### src/rtl/assert_macros.svh
// Assertion macros shared by the RTL.
// No dependencies; included by the files that carry assertions.
`ifndef ASSERT_MACROS_SVH
`define ASSERT_MACROS_SVH
`ifndef SYNTHESIS
// property must hold on every clock while out of reset
`define TUN_ASSERT(lbl, clk, rstn, prop) \
  lbl: assert property (@(posedge clk) disable iff (!rstn) prop) \
    else $error("tun assertion failed");
// expression must never be true while out of reset
`define TUN_NEVER(lbl, clk, rstn, expr) \
  lbl: assert property (@(posedge clk) disable iff (!rstn) !(expr)) \
    else $error("tun forbidden condition");
`else
`define TUN_ASSERT(lbl, clk, rstn, prop)
`define TUN_NEVER(lbl, clk, rstn, expr)
`endif
`endif

### src/rtl/tun_pkg.sv
// Shared types and constants of the triangle unit normal block.
// No dependencies.
package tun_pkg;
  // width of each output normal component
  localparam int OUT_W = 16;

  // per-stage control travelling with each triangle
  typedef struct packed {
    logic valid;
    logic degenerate;
  } tun_ctl_t;
endpackage

### src/rtl/tun_div_cell.sv
// One cell of the restoring divider chain: one quotient bit per cell.
// Depends on tun_pkg.
module tun_div_cell #(
  parameter int RW   = 35,
  parameter int QW   = 15,
  parameter int SIDE = 2
) (
  input  logic            clk,
  input  logic            rst_n,
  input  logic            v_i,
  input  logic [RW:0]     rem_i,
  input  logic [RW-1:0]   len_i,
  input  logic [QW-1:0]   q_i,
  input  logic [SIDE-1:0] side_i,
  output logic            v_o,
  output logic [RW:0]     rem_o,
  output logic [RW-1:0]   len_o,
  output logic [QW-1:0]   q_o,
  output logic [SIDE-1:0] side_o
);
  import tun_pkg::*;

  logic ge;
  logic [RW:0] d;

  // subtract divisor if it fits, then shift remainder up
  always_comb begin
    ge = (rem_i >= {1'b0, len_i});
    d  = ge ? (rem_i - {1'b0, len_i}) : rem_i;
  end

  always_ff @(posedge clk) begin
    if (!rst_n) begin
      v_o <= 1'b0;
    end else begin
      v_o <= v_i;
    end
  end

  always_ff @(posedge clk) begin
    rem_o  <= {d[RW-1:0], 1'b0};
    len_o  <= len_i;
    q_o    <= {q_i[QW-2:0], ge};
    side_o <= side_i;
  end
endmodule

### config.mk
export PLATFORM = sky130hd
export DESIGN_NAME = tun_div_cell
export DESIGN_NICKNAME = d
export VERILOG_FILES = /design/src/rtl/assert_macros.svh /design/src/rtl/tun_pkg.sv /design/src/rtl/tun_div_cell.sv
export SDC_FILE = /design/constraint.sdc
export NUM_CORES = 1
export LEC_CHECK = 0
export BUFFER_PORTS_ARGS = -buffer_cell sky130_fd_sc_hd__buf_2
export CORE_ASPECT_RATIO = 2
export CORE_MARGIN = 2
export CORE_UTILIZATION = 52
export CTS_CLUSTER_SIZE = 25
export DETAILED_ROUTE_END_ITERATION = 16
export HOLD_SLACK_MARGIN = 0.15
export PLACE_DENSITY_LB_ADDON = 0.25
export SYNTH_ARGS = -nofsm -noshare
export SYNTH_HDL_FRONTEND = slang
export SYNTH_SLANG_ARGS = --single-unit
### constraint.sdc
create_clock -name clk -period 4.6 [get_ports clk]
set_clock_uncertainty 0.1 [all_clocks]
set_input_delay 0.23 -clock clk [delete_from_list [all_inputs] [get_ports clk]]
set_output_delay 0.23 -clock clk [all_outputs]
set_load 0.01 [all_outputs]
## After elaboration in Yosys (flattened, before gate mapping)

Index checks and enable logic that the tools add are counted.

| storage, ports and cells | value |
|---|---|
| flip-flop bits (word level) | 88 |
| bits of input ports | 91 |
| output and inout bits | 89 |

| operators by class | value |
|---|---|
| add/sub/neg operators | 1 |
| order comparisons | 1 |
| mux-type cells | 1 |

Operators by type and width:

| kind | number |
|---|---|
| $ge A36 B35 Y1 | 1 |
| $mux W35 | 1 |
| $sub A35 B35 Y35 | 1 |

## Logic depth before layout (Yosys ltp)

| depth | value |
|---|---|
| depth after elaboration | 2 |
| gate-level depth with buffers | 13 |
| gate-level depth less buffers | 11 |

## Worst setup path after synthesis

Ideal clock, no wire load.

| timing | value |
|---|---|
| path type | in2reg |
| start point | input rem_i[0] |
| end point | register rem_o[35] |
| setup time | 0.119 ns |
| data arrival time | 2.601 ns |
| data required time | 4.381 ns |
| setup slack | 1.780 ns |
| cell stages on the path | 11 |
| cell sequence | inv_1 > ha_1 > fa_1 > and2b_1 > o2111ai_1 > a2111oi_4 > o311ai_1 > a21o_1 > a2111oi_4 > o21a_2 > o31ai_2 |

| between the ends | value |
|---|---|
| longest elaborated chain between the ends | 2 |

Ends and longest elaborated chain:

| element | RTL line | RTL |
|---|---|---|
| start: declaration | tun_div_cell.sv:11 | `input logic [RW:0] rem_i,` |
| $sub A35 B35 Y35 or $ge A36 B35 Y1 (tied branches) | tun_div_cell.sv:29, tun_div_cell.sv:28 |  |
| $mux W35 (*) | tun_div_cell.sv:29 | `d = ge ? (rem_i - {1'b0, len_i}) : rem_i;` |
| via d[34] | tun_div_cell.sv:24 | `logic [RW:0] d;` |
| end signal: assignment | tun_div_cell.sv:41 | `rem_o <= {d[RW-1:0], 1'b0};` |
| end: declaration | tun_div_cell.sv:16 | `output logic [RW:0] rem_o,` |

Mark *: on every way through the listed nets, which the timed path passes. The rest lies on a longest branch.
A chain may end at the register's enable or synchronous reset.

## Final worst setup path

| timing | value |
|---|---|
| start point | input rem_i[0] |
| end point | register rem_o[16] |

| between the ends | value |
|---|---|
| longest elaborated chain between the ends | 2 |

Ends and longest elaborated chain:

| element | RTL line | RTL |
|---|---|---|
| $ge A36 B35 Y1 | tun_div_cell.sv:28 | `ge = (rem_i >= {1'b0, len_i});` |
| via ge | tun_div_cell.sv:23 | `logic ge;` |
| $mux W35 | tun_div_cell.sv:29 |  |
| via d[15] | tun_div_cell.sv:24 |  |

The timed path passes the listed nets, and every way through them passes these cells.

==> out/results.ini <==
[outcome]
status = completed

[synthesis]
ys_seq_area_frac = 0.405
async_reset_ff_frac = 0
synth.avg_cell_area_um2 = 8.84
yosysWarnings = 0
synth_nets = 619
synthCells = 492
netlist-cell-type-count = 57
synth_ff_type = dfxtp_1
ys_seq_elements = 88
synth_edf_count = 0
synth_area_um2 = 4350

[floorplan]
num_rows = 47
die_h_um = 133
dieArea_um2 = 9160
core_um2 = 8170
io_pins = 180
start_util = 0.532
dieWidth_um = 68.7

[global_routing]
antenna_found_initial = 0
grt_start_max_net_pins = 37
overflow = 0
grt_pass1_vias = 4916
grt.total_usage = 0.328
grt_first_pass_wirelength_mm = 22.6

[final_layout]
drive_gt1_frac = 0.267
design_area_um2 = 6490
diodes = 0
syn_to_final_growth_pct = 49.2
num-nets-final = 883

[power_and_ir_drop]
p_sw_frac = 0.305
p_comb_frac = 0.289
netSwitchingPower_uw = 697
p_seq_frac = 0.386
total_power_uw = 2280
clockPowerShare = 0.324
powerDensity_nw_per_um2 = 352
p_leak_uw = 0.00320
peakVddDrop_uv = 244
p_int_uw = 1590

[clock_network]
cts.clk_slew.worst_paths_ns = 0.06
cts_max_level = 3
clock_path_buffers = 2
clock-sinks = 88
cts_buffers = 9
post_cts_buffers = 0
root_buffer = clkbuf_16
cts_tree = done

[routing]
viasPerCell = 5.41
drcViolationCount = 0
drt_wl_total_mm = 14.6
ant_nets = 0
dr.pass1.iters = 4
drt_iter0_markers = 188
route.detailed.wl_per_inst_um = 17.0
route.vias.total = 4649

[sta]
slew_viol_final = 0
finalSetupViolCount = 0
timing.hold.ws_ns = 0.363
period_share = 0.789
slew_headroom = 0.603
hold_viol = 0
fmax_mhz = 275
worstMarginPinSlew_ns = 0.594
period_minus_slack_ns = 3.63
rsz0062_at_grt = false
tns_ns = 0

[critical_path]
cp.required_ns = 4.73
start_kind = input port
critPathMaxFanout = 32
arrival_ns = 3.77
critPathLaunch = rem_i[0]
crit_type = input port to register
endpoint_kind = register

[place]
dpl_cell_area_um2 = 5310
port_buffers = 177
dp_hpwl_mm = 9.98
routabilityCongestion = 0.916

[job]
cap_viol_max_count = 0

[min_path]
hold_class = input port to register
min_from = rem_i[35]

## synth_stat cells, drive strengths merged, types with 6 or more instances
cell | count | area, µm²
and2 | 6 | 37.5
o21ai | 45 | 225
dfxtp | 88 | 1760
and3 | 11 | 68.8
nand4 | 7 | 43.8
ha | 35 | 438
a21oi | 32 | 160
nor2 | 16 | 60.1
nor3 | 7 | 35.0
xnor2 | 12 | 105
a21o | 16 | 120
nand2 | 63 | 236
o31ai | 9 | 72.6
nand3 | 8 | 40.0
buf | 8 | 52.6
xor2 | 16 | 140
clkbuf | 6 | 22.5
o21a | 7 | 53.8
inv | 42 | 158
## per-layer routing
metal | up-vias | share of wire | global-route usage
li1 | 2254 | - | -
met1 | 2145 | 0.33 | 0.289
met2 | 191 | 0.57 | 0.630
met3 | 59 | 0.052 | 0.0633
met4 | 0 | 0.051 | 0.188
met5 | - | 0 | 0
## kinds of logic after synthesis
kind of cell             after synthesis  share of synthesized area
AO/OA/AOI/OAI                        141                      0.216
adder cells (fa/ha/maj)               36                      0.105
other                                  1                   0.000862
buffers and inverters                 56                     0.0535
XOR/XNOR                              28                     0.0564
multiplexers                           4                     0.0101
flip-flops                            88                      0.405
AND/OR/NAND/NOR                      138                      0.153
## power groups by stage
stage | Sequential [µW] | Clock (µW) | Combinational, µW
after floorplan | 948 | 0 | 313
after detailed placement | 896 | 0 | 584
after global placement | 893 | 0 | 575
after global routing | 890 | 774 | 719
final | 882 | 741 | 661
after CTS | 881 | 742 | 645
## final timing paths
kind	to	slack, ns	cells after the start
worst max-delay path	rem_o[16]	0.97	14
worst min-delay path	q_o[0]	0.36	4
## state kept, by name, summed over array words and instances, names as in the netlist
name	flops
len_o	35
rem_o	35
q_o	15
side_o	2
v_o	1
## worst max-delay path, cell delays in order
cell and delay [ns]:
dlygate4sd3_1 0.53, buf_2 0.11, inv_1 0.04, ha_1 0.23
fa_1 0.41, and2b_1 0.23, o2111ai_1 0.29, a2111oi_4 0.48
nand4bb_2 0.21, and3_1 0.23, o32ai_4 0.10, buf_4 0.26
inv_2 0.10, mux2_1 0.31
## layout by cell type, fill, tap and decap left out, drive strengths merged, types with 8 or more instances in the layout
cell,netlist,final
nand3,8,8
and3,11,11
a21oi,32,32
nor2,16,16
dlygate4sd3,0,88
o31ai,9,9
inv,42,42
o21ai,45,45
nand2,63,63
ha,35,35
xnor2,12,12
buf,8,179
clkbuf,6,12
dfxtp,88,88
xor2,16,16
a21o,16,16
## repair_timing
action	CTS	global route
gates resized for setup	0	0
endpoints found under the hold margin	87	0
hold buffers	88	0
endpoints found under the setup margin	0	0
## area by class of cell
| type | instances | area (µm²) |
|---|---|---|
| Clock buffer | 12 | 246 |
| Clock inverter | 4 | 53.8 |
| Fill cell | 534 | 1680 |
| Inverter | 42 | 158 |
| Multi-Input combinational cell | 348 | 2370 |
| Sequential cell | 88 | 1760 |
| Tap cell | 98 | 123 |
| Timing Repair Buffer | 267 | 1780 |
## through the flow
stage | setup WS (ns) | utilization | std cells
floorplan | 1.78 | - | 492
global placement | 1.30 | 0.650 | 755
detailed placement | 1.26 | 0.650 | 755
CTS | 1.06 | 0.794 | 859
global route | 0.836 | 0.794 | 859
finish | 0.968 | 0.794 | 859
Note: power is estimated with default switching activity, not from simulation.
