### src/rtl/assert_macros.svh
// Assertion macros shared by the RTL.
// No dependencies; included by the files that carry assertions.
`ifndef ASSERT_MACROS_SVH
`define ASSERT_MACROS_SVH
`ifndef SYNTHESIS
// property must hold on every clock while out of reset
`define TUN_ASSERT(lbl, clk, rstn, prop) \
  lbl: assert property (@(posedge clk) disable iff (!rstn) prop) \
    else $error("tun assertion failed");
// expression must never be true while out of reset
`define TUN_NEVER(lbl, clk, rstn, expr) \
  lbl: assert property (@(posedge clk) disable iff (!rstn) !(expr)) \
    else $error("tun forbidden condition");
`else
`define TUN_ASSERT(lbl, clk, rstn, prop)
`define TUN_NEVER(lbl, clk, rstn, expr)
`endif
`endif

### src/rtl/tun_pkg.sv
// Shared types and constants of the triangle unit normal block.
// No dependencies.
package tun_pkg;
  // width of each output normal component
  localparam int OUT_W = 16;

  // per-stage control travelling with each triangle
  typedef struct packed {
    logic valid;
    logic degenerate;
  } tun_ctl_t;
endpackage

### src/rtl/tun_sqrt_cell.sv
// One cell of the digit-by-digit square root chain: one root bit per cell.
// Depends on tun_pkg.
module tun_sqrt_cell #(
  parameter int RW   = 35,
  parameter int SIDE = 8
) (
  input  logic              clk,
  input  logic              rst_n,
  input  logic              v_i,
  input  logic [RW+1:0]     rem_i,
  input  logic [RW-1:0]     root_i,
  input  logic [2*RW-1:0]   sum_i,
  input  logic [SIDE-1:0]   side_i,
  output logic              v_o,
  output logic [RW+1:0]     rem_o,
  output logic [RW-1:0]     root_o,
  output logic [2*RW-1:0]   sum_o,
  output logic [SIDE-1:0]   side_o
);
  import tun_pkg::*;

  logic [RW+1:0] t, tr;
  logic ge;

  // bring down two bits, try root*4+1
  always_comb begin
    t  = {rem_i[RW-1:0], sum_i[2*RW-1 -: 2]};
    tr = {root_i, 2'b01};
    ge = (t >= tr);
  end

  always_ff @(posedge clk) begin
    if (!rst_n) begin
      v_o <= 1'b0;
    end else begin
      v_o <= v_i;
    end
  end

  always_ff @(posedge clk) begin
    rem_o  <= ge ? (t - tr) : t;
    root_o <= {root_i[RW-2:0], ge};
    sum_o  <= {sum_i[2*RW-3:0], 2'b00};
    side_o <= side_i;
  end
endmodule

### config.mk
export PLATFORM = sky130hd
export DESIGN_NAME = tun_sqrt_cell
export DESIGN_NICKNAME = d
export VERILOG_FILES = /design/src/rtl/assert_macros.svh /design/src/rtl/tun_pkg.sv /design/src/rtl/tun_sqrt_cell.sv
export SDC_FILE = /design/constraint.sdc
export NUM_CORES = 1
export LEC_CHECK = 0
export CAP_MARGIN = 10
export CORE_AREA = 2 2 116 118
export DETAILED_ROUTE_END_ITERATION = 10
export DIE_AREA = 0 0 118 120
export DONT_BUFFER_PORTS = 1
export SLEW_MARGIN = 25
export SYNTH_ARGS = -nofsm -noshare
export SYNTH_HDL_FRONTEND = slang
export SYNTH_SLANG_ARGS = --single-unit
### constraint.sdc
create_clock -name clk -period 3.75 [get_ports clk]
set_clock_uncertainty 0.1 [all_clocks]
set_input_delay 0.5625 -clock clk [delete_from_list [all_inputs] [get_ports clk]]
set_output_delay 0.5625 -clock clk [all_outputs]
set_load 0.01 [all_outputs]
Yosys cells after proc, flatten, opt, wreduce, memory -nomap -nowiden
Index checks and enable logic that the tools add are counted.
{"block": "word_totals", "rom_bits": 0, "output_inout_bits": 151, "ramBits": 0, "latch_bits": 0, "input_bits": 153, "n_memories": 0, "ff_bits": 149, "wordCells": 8}
{"block": "op_classes", "order_cmp": 1, "bitwise_logic": 0, "add_sub_neg": 1, "n_mux": 1, "eq_ne": 0, "shift": 0, "n_mul": 0, "div_mod_pow": 0, "reduce_logical": 0}
{"operator": "$ge A37 B37 Y1", "count": 1}
{"operator": "$mux W37", "count": 1}
{"operator": "$sub A37 B37 Y37", "count": 1}

Longest topological paths before layout
Gate-level depths: netlist of run 1.
{"block": "depth", "depth_word": 2, "ltp_mapped": 14, "depth_no_buf": 11}

Worst setup path before layout of run 1
No wires, ideal clock.
{"block": "synth_path", "path_kind": "in2reg", "start": "input port root_i[15]", "end": "register rem_o[19]", "slack_ns": 0.924, "path_stages": 11, "required_time_ns": 3.529, "path_buffers": 3, "arrival_ns": 2.605, "cell_sequence": "inv_1 > ha_1 > clkbuf_1 > nand4_1 > or3_1 > o31ai_1 > a21oi_2 > nor2_2 > buf_6 > buf_12 > mux2_4"}
{"block": "synth_between", "elab_chain_cells": 2}
{"item": "start, declared", "line": "tun_sqrt_cell.sv:11", "source": "input logic [RW-1:0] root_i,"}
{"item": "$sub A37 B37 Y37 or $ge A37 B37 Y1 (tied branches)", "line": "tun_sqrt_cell.sv:41, tun_sqrt_cell.sv:29"}
{"item": "$mux W37 (*)", "line": "tun_sqrt_cell.sv:41", "source": "rem_o <= ge ? (t - tr) : t;"}
{"item": "end signal, assigned", "line": "tun_sqrt_cell.sv:41"}
{"item": "end, declared", "line": "tun_sqrt_cell.sv:15", "source": "output logic [RW+1:0] rem_o,"}
Every way passes the cells marked *; elsewhere a longest branch is shown, timed or not.
A chain may end at the register's enable or synchronous reset.

Final worst setup path of run 1
{"block": "layout_path", "start": "input port root_i[0]", "end": "register rem_o[16]"}
The elaborated chain is that of the path after synthesis.

==> flow_metrics.tcl, run 1 <==
set metrics [dict create \
    dr.pass1.iters 5 \
    synthTopCellsByArea "dfxtp_1, ha_1, mux2_4, mux2_2, inv_1" \
    crit_path_frequent_cell "nand3_1" \
    cp_top_family "compound AO/OA/AOI/OAI gates" \
    finalCritPeriodShare 0.7862 \
    synth-async-reset-ratio 0 \
    vias_per_cell 5.251 \
    path_clk_slew_ns 0.07 \
    routed_wl_mm 14.41 \
    nets 719 \
    fin_cells 718 \
    yosysSeqAreaShare 0.5204 \
    gp_congestion 0.8189 \
    worst-path-buf-inv 2 \
    core-area_sq_um 12980 \
    crit_type "input port to flip-flop" \
    synth_edf_count 0 \
    start_util 0.4416 \
    fmax_mhz 339.2 \
    path_cells "inv_1, ha_1, o21ai_1, a211oi_4, a41oi_2, nand4_1, nand3_1, nand3_1, a21oi_2, nor2_4, buf_4, mux2_2" \
    peakVddDrop_uv 292.2 \
    dieArea_sq_um 14160 \
    diodes 0 \
    die_w_um 118 \
    grt_overflow 0 \
    cp-start-kind "input port" \
    syn2layout_area_growth_pct 12.38 \
    power_density_nw_per_um2 638.0 \
    grt_max_degree 21 \
    cts.sinks 149 \
    ant_nets 0 \
    nFillCells 1220 \
    final_hold_viol_count 0 \
    place_inst 686 \
    dr.first_iter.drc_count 108 \
    outcome "finished clean" \
    ys_types 57 \
    row_count 42 \
    ys_ff_latch 149 \
    io_buffers 0 \
    setup_tns_ns 0 \
    yosys_warnings 0 \
    clock_path_buffers 2 \
    critPathSlowestCell "mux2_2" \
    hpwl_mm 11.43 \
    post-cts-setup-buffers 0 \
    max_stage_delay_ns 0.38 \
    synth_flop_cell "dfxtp_1" \
    final_util 0.4962 \
    cts_resized 0 \
    die_h_um 120 \
    arrival_ns 3.16 \
    end_kind "flip-flop" \
    min_period_ns 2.948 \
    cts_tree "built" \
    ios 304 \
    antenna_found_initial 3 \
    drc 0 \
    cts_made_buffers 17 \
    final_common_cell "dfxtp_1" \
    tightest_slew_ns 0.5487 \
    synth_top_area_share 0.5204 \
    p_leak_uw 0.002879 \
    wl_per_cell_um 20.07 \
    rsz0062_at_grt "no" \
    layout_common_cells "dfxtp_1, inv_1, ha_1" \
    post-synth-top-area-cell "dfxtp_1" \
    hold_path.class "input port to flip-flop" \
    grt_pass1_vias 3809 \
    vias 3770 \
    setup_viol 0 \
    path_max_fanout 20 \
    drive_above_1_share 0.1494 \
    grt_util_all_layers 0.2018 \
    htreeDepth 4 \
    synth_area_sq_um 5732 \
    avgSynthCellArea_sq_um 11.00 \
    drv_cap 0 \
    hold_buffers 0 \
    postSynthCellCount 521 \
    slew_headroom 0.6314 \
    grt_pass1_wl_mm 21.50 \
    drv_slew 0 \
    cp.required_ns 3.96 \
    root_buffer "clkbuf_16" \
]
cells in the mapped netlist (2+ instances only):
cell type  count
inv_1         49
buf_6          3
xnor2_1       20
and2_1         4
clkbuf_1       2
nor3_2         2
nor2_1        17
nor3_1         8
nand4_1        9
o31ai_1        2
a211oi_1       5
a21o_1        13
o211ai_1       4
nand2b_1       6
nand3_1        9
a31oi_1        3
o21bai_1       6
buf_12         3
a21oi_2        2
xor2_1        14
o21ai_0       13
ha_1          37
nand2_1       27
mux2_4        17
and3_1         3
o21ai_1        6
dfxtp_1      149
buf_4          5
a21oi_1       34
o21a_1         4
mux2_2        18
o2111ai_1      2
stage by stage:
step	hold WS, ns	area (sq um)	total power [uW]	setup slack (ns)
CTS	0.04319	6441	4141	0.8481
detailed placement	0.4903	5832	2411	0.4096
finish	0.05947	6441	4109	0.8017
global route	0.03525	6441	4271	0.6651
global placement	0.4903	5832	2407	0.4504
floorplan	0.4902	5736	2318	0.9237
state kept, by name, summed over array words and instances (netlist names):
register  cells
v_o           1
side_o        8
rem_o        37
sum_o        68
root_o       35
layer usage:
| metal | part of all wire | up-vias | global-route usage | wire length, um |
|---|---|---|---|---|
| li1 | - | 1806 | - | - |
| met4 | 0.017 | 2 | 0.08208 | 241 |
| met1 | 0.42 | 1771 | 0.2392 | 6070 |
| met3 | 0.084 | 19 | 0.08555 | 1211 |
| met5 | 0.00090 | - | 0 | 13 |
| met2 | 0.48 | 172 | 0.3230 | 6870 |
report_power, final:
group          total [uW]  switching, uW  internal [uW]
combinational         519            270            249
clock                1730            721           1010
sequential           1860            133           1720
kinds of logic (layout without fill, tap and decap cells):
| logic type | Yosys count | count (layout) | synth area share |
|---|---|---|---|
| other cells | 1 | 2 | 0.0006543 |
| compound gates | 108 | 108 | 0.1255 |
| fa+ha+maj | 37 | 37 | 0.08077 |
| flops | 149 | 149 | 0.5204 |
| mux | 36 | 36 | 0.08164 |
| simple gates | 93 | 93 | 0.08186 |
| buf+inv | 63 | 83 | 0.05719 |
| xor+xnor | 34 | 34 | 0.05195 |
final timing paths:
kind / from / to / slack [ns] / depth (start not counted)
worst min-delay path: root_i[15] / root_o[16] / 0.06 / 0
worst max-delay path: root_i[0] / rem_o[16] / 0.80 / 12
final cells by class:
type,count,area [sq um],area share
timing repair buffer,2,15.01,0.002331
inverter,49,183.9,0.02855
sequential,149,2983,0.4631
multi-input combinational,310,2430,0.3772
clock buffer,17,425.4,0.06605
clock inverter,15,183.9,0.02855
tap,176,220.2,0.03419
(Power assumes the default switching activity.)
==> run 2: changes to the inputs <==
clock period = 2.6 ns   (was 3.75 ns; I/O delays follow)
==> run 2 against run 1 <==
Via count increased by 26%; clock power rose by 44%; non-clock buffer count up 223; hold slack lost 0.040 ns; sequential cell count is the same; sequential power up 45%; critical path type unchanged; highest routed layer is now met4; die area unchanged.
==> flow_metrics.tcl, run 2 (synthesis gave the netlist of run 1 again) <==
set metrics [dict create \
    critPathCapture "rem_o[24]" \
    row_count 42 \
    startpoint "root_i[8]" \
    reg_top3 "sum_o: 68 flops, rem_o: 37 flops, root_o: 35 flops" \
    io_buffers 0 \
    final_hold_viol_count 0 \
    die_w_um 118 \
    wl_per_cell_um 19.91 \
    setup_viol 0 \
    htreeDepth 4 \
    crit_type "input port to flip-flop" \
    drv_cap 0 \
    nFillCells 965 \
    ios 304 \
    hpwl_mm 12.51 \
    routed_wl_mm 18.80 \
    grt_pass1_vias 5113 \
    core-area_sq_um 12980 \
    drv_slew 0 \
    hold_slack_ns 0.01981 \
    drive_above_1_share 0.2435 \
    vias 4757 \
    grt_pass1_wl_mm 28.15 \
    gp_congestion 0.8029 \
    hold_path.class "input port to flip-flop" \
    start_util 0.4416 \
    dr.first_iter.drc_count 224 \
    setup_ws_ns 0.1172 \
    cp-start-kind "input port" \
    clock_path_buffers 2 \
    end_kind "flip-flop" \
    regMostFlops "sum_o" \
    cts_made_buffers 17 \
    outcome "finished clean" \
    multi_input_area_sq_um 2541 \
    layout_common_cells "dfxtp_1, dlygate4sd3_1, buf_4" \
    ant_nets 0 \
    place_area_sq_um 6581 \
    drc 0 \
    dr.pass1.iters 4 \
    syn2layout_area_growth_pct 50.43 \
    largest_register_ff_count 68 \
    antenna_found_initial 4 \
    finalCritPeriodShare 0.9549 \
    min_period_ns 2.483 \
    nets 942 \
    pre_cts_ws_ns -0.2919 \
    cp.required_ns 2.80 \
    path_clk_slew_ns 0.06 \
    grt_max_degree 22 \
    die_h_um 120 \
    root_buffer "clkbuf_16" \
    vias_per_cell 5.039 \
    grt_util_all_layers 0.2605 \
    arrival_ns 2.69 \
    power_density_nw_per_um2 738.1 \
    path_max_fanout 10 \
    dieArea_sq_um 14160 \
    cts_tree "built" \
    final_common_cell "dfxtp_1" \
    cts.sinks 149 \
    fin_area_sq_um 8622 \
    fmax_mhz 402.8 \
    regArea_sq_um 2983 \
    grt_overflow 0 \
    peakVddDrop_uv 429.9 \
    p_leak_uw 0.003898 \
]
==> run 2: changes by cell type in the layout (fill, tap and decap cells not counted), sizes merged <==
cell / delta
dlygate4sd3: +133
buf: +88
diode: +4
clkbuf: +2
clkinv: -1
clkinvlp: +1
inv: -1
==> run 2: stage by stage <==
stage	TNS, ns	power, uW	instances	utilization
final	0	6364	944	0.6643
after floorplan	0	3362	522	-
after global placement	-9.026	3674	772	0.5070
after CTS	0	6300	936	0.6550
after detailed placement	-9.363	3680	772	0.5070
after global routing	-0.07143	6616	943	0.6641
==> run 2: power by group <==
| part | internal (uW) | switching (uW) | leakage (uW) |
|---|---|---|---|
| logic | 684 | 504 | 0.00236 |
| registers | 2490 | 202 | 0.00126 |
| clock network | 1440 | 1050 | 0.000285 |
==> run 2: final cells by class <==
type                    instances  area share
diodes                          4    0.001161
clock buffers                  17     0.04934
clock inverters                14     0.01901
inverters                      49     0.02133
multi-input cells             310      0.2947
flip-flops and latches        149      0.3460
well taps                     176     0.02554
repair buffers                225      0.2429
==> run 2: worst min path at each step <==
| stage | from | endpoint | slack [ns] | cells after the start |
|---|---|---|---|---|
| after floorplan | root_i[9] | root_o[10] | 0.32 | 0 |
| after global placement | sum_i[10] | sum_o[12] | 0.32 | 0 |
| after detailed placement | sum_i[10] | sum_o[12] | 0.32 | 0 |
| after CTS | rem_i[6] | rem_o[8] | 0.0007 | 1 |
| after global routing | rem_i[6] | rem_o[8] | 0.0007 | 1 |
| final | rem_i[6] | rem_o[8] | 0.02 | 1 |
==> run 2: repair_timing <==
item | 4_1_cts | 5_1_grt
resized for setup | 0 | 6
setup buffers | 0 | 2
hold buffers | 133 | 0
setup endpoints to repair | 0 | 25
endpoints found under the hold margin | 132 | 0
==> run 2: per-layer routing <==
metal / routed length (um) / track usage
met5: 0 / 0
met4: 755 / 0.1310
met3: 1405 / 0.09743
met2: 9167 / 0.4342
met1: 7466 / 0.2929
==> run 2: worst max-delay path, cell delays in order <==
cell and delay, ns:
inv_1 0.02, ha_1 0.33, a21o_1 0.20, a21oi_1 0.18, a2bb2oi_2 0.17, buf_4 0.13, nand4_1 0.15, nand3_2 0.15
nand3_2 0.10, a21oi_2 0.19, nor2_4 0.05, buf_12 0.15, clkbuf_16 0.17, mux2_4 0.30
==> run 3: changes to the inputs <==
HOLD_SLACK_MARGIN = 0.1   (was default)
REMOVE_ABC_BUFFERS = 1   (was default)
==> run 3 against run 2 <==
Combinational power fell by 4%; sequential power barely moved; largest power group unchanged; sequential share of layout area barely moved; hold slack improved by 0.12 ns; clock power rose by 5%.
==> flow_metrics.tcl, run 3 (synthesis gave the netlist of run 1 again) <==
set metrics [dict create \
    row_count 42 \
    p_int_uw 4713 \
    ios 304 \
    layout_common_cells "dfxtp_1, dlygate4sd3_1, buf_4" \
    rsz0062_at_grt "no" \
    final_hold_viol_count 0 \
    syn2layout_area_growth_pct 50.51 \
    cts_tree "built" \
    root_buffer "clkbuf_16" \
    arrival_ns 2.74 \
    power_density_nw_per_um2 747.8 \
    min_from "sum_i[68]" \
    hold_path.class "input port to flip-flop" \
    setup_viol 0 \
    path_clk_slew_ns 0.07 \
    min_period_ns 2.526 \
    routed_wl_mm 18.85 \
    grt_max_degree 21 \
    grt_pass1_vias 5152 \
    final_util 0.6646 \
    die_h_um 120 \
    swShare 0.2694 \
    cp-start-kind "input port" \
    finalCritPeriodShare 0.9717 \
    crit_type "input port to flip-flop" \
    largest_register_ff_count 68 \
    hold_slack_ns 0.1427 \
    grt_util_all_layers 0.2684 \
    comb_power_share 0.177 \
    p_leak_uw 0.003941 \
    reg_top3 "sum_o: 68 flops, rem_o: 37 flops, root_o: 35 flops" \
    end_kind "flip-flop" \
    p_seq_frac 0.419 \
    pwr-share-clk 0.405 \
    power_uw 6451 \
    drv_cap 0 \
    regMostFlops "sum_o" \
    grt.met2_usage 0.4462 \
    grt_pass1_wl_mm 28.97 \
    path_max_fanout 3 \
    vias_per_cell 5.017 \
    diodes 0 \
    grtUsageMet1 0.3038 \
    gp_congestion 0.9201 \
    wl_per_cell_um 19.76 \
    hpwl_mm 12.58 \
    drc 0 \
    peakVddDrop_uv 453.2 \
    clock_path_buffers 2 \
    die_w_um 118 \
    grt_busiest_layer "met2" \
    dr.pass1.iters 4 \
    ant_nets 0 \
    dieArea_sq_um 14160 \
    start_util 0.4416 \
    io_buffers 0 \
    drv_slew 0 \
    startpoint "root_i[17]" \
    switchingPower_uw 1738 \
    antenna_found_initial 0 \
    cp.required_ns 2.81 \
    dr.first_iter.drc_count 240 \
    final_common_cell "dfxtp_1" \
    grt_overflow 0 \
    use_met3 0.1041 \
    htreeDepth 4 \
    outcome "finished clean" \
    core-area_sq_um 12980 \
    cts.sinks 149 \
    nets 955 \
    nFillCells 1018 \
    drive_above_1_share 0.2185 \
    fmax_mhz 395.8 \
    vias 4786 \
    cts_made_buffers 17 \
]
==> run 3: final timing paths <==
check,end,depth (start not counted)
worst max-delay path,rem_o[32],11
worst min-delay path,rem_o[0],3
==> run 3: power groups by stage <==
stage	logic (uW)	registers [uW]	clock network, uW
floorplan	613	2690	0
global placement	920	2750	0
detailed placement	932	2740	0
CTS	1120	2700	2630
global route	1240	2710	2760
finish	1140	2700	2610
==> run 3: stage by stage <==
step	TNS [ns]	setup WS (ns)	instance area [sq um]	cells
floorplan	-36.98	-1.028	5592	508
finish	0	0.07370	8627	954
global placement	-7.563	-0.2454	6518	774
global route	0	0.005042	8627	954
CTS	0	0.1421	8620	953
detailed placement	-8.606	-0.2840	6518	774
==> run 3: what timing repair did <==
item	in CTS	in global routing
hold endpoints to repair	146	0
hold buffers	147	0
resized for setup	0	0
setup buffers	0	1
endpoints found under the setup margin	0	8
==> run 3: area by class of cell <==
type,count,area (sq um),share of cell area
tap,176,220.2,0.02553
multi-input combinational,310,2430,0.2817
clock buffer,18,439.2,0.05091
sequential,149,2983,0.3458
clock inverter,14,191.4,0.02219
timing repair buffer,238,2180,0.2526
inverter,49,183.9,0.02132
==> run 3: per-layer routing <==
layer	share of wire	routed length, um
met4	0.032	599
met5	0	0
met1	0.40	7549
met2	0.48	9118
met3	0.084	1580
==> run 3: critical path, stage by stage <==
cell and delay, ns:
inv_1 0.03, ha_1 0.31, a21oi_1 0.21, o21ai_1 0.11, a2111oi_1 0.47, nor2_1 0.12, a221o_1 0.37, o21bai_2 0.19
nand3b_1 0.11, xor2_1 0.16, mux2_4 0.26
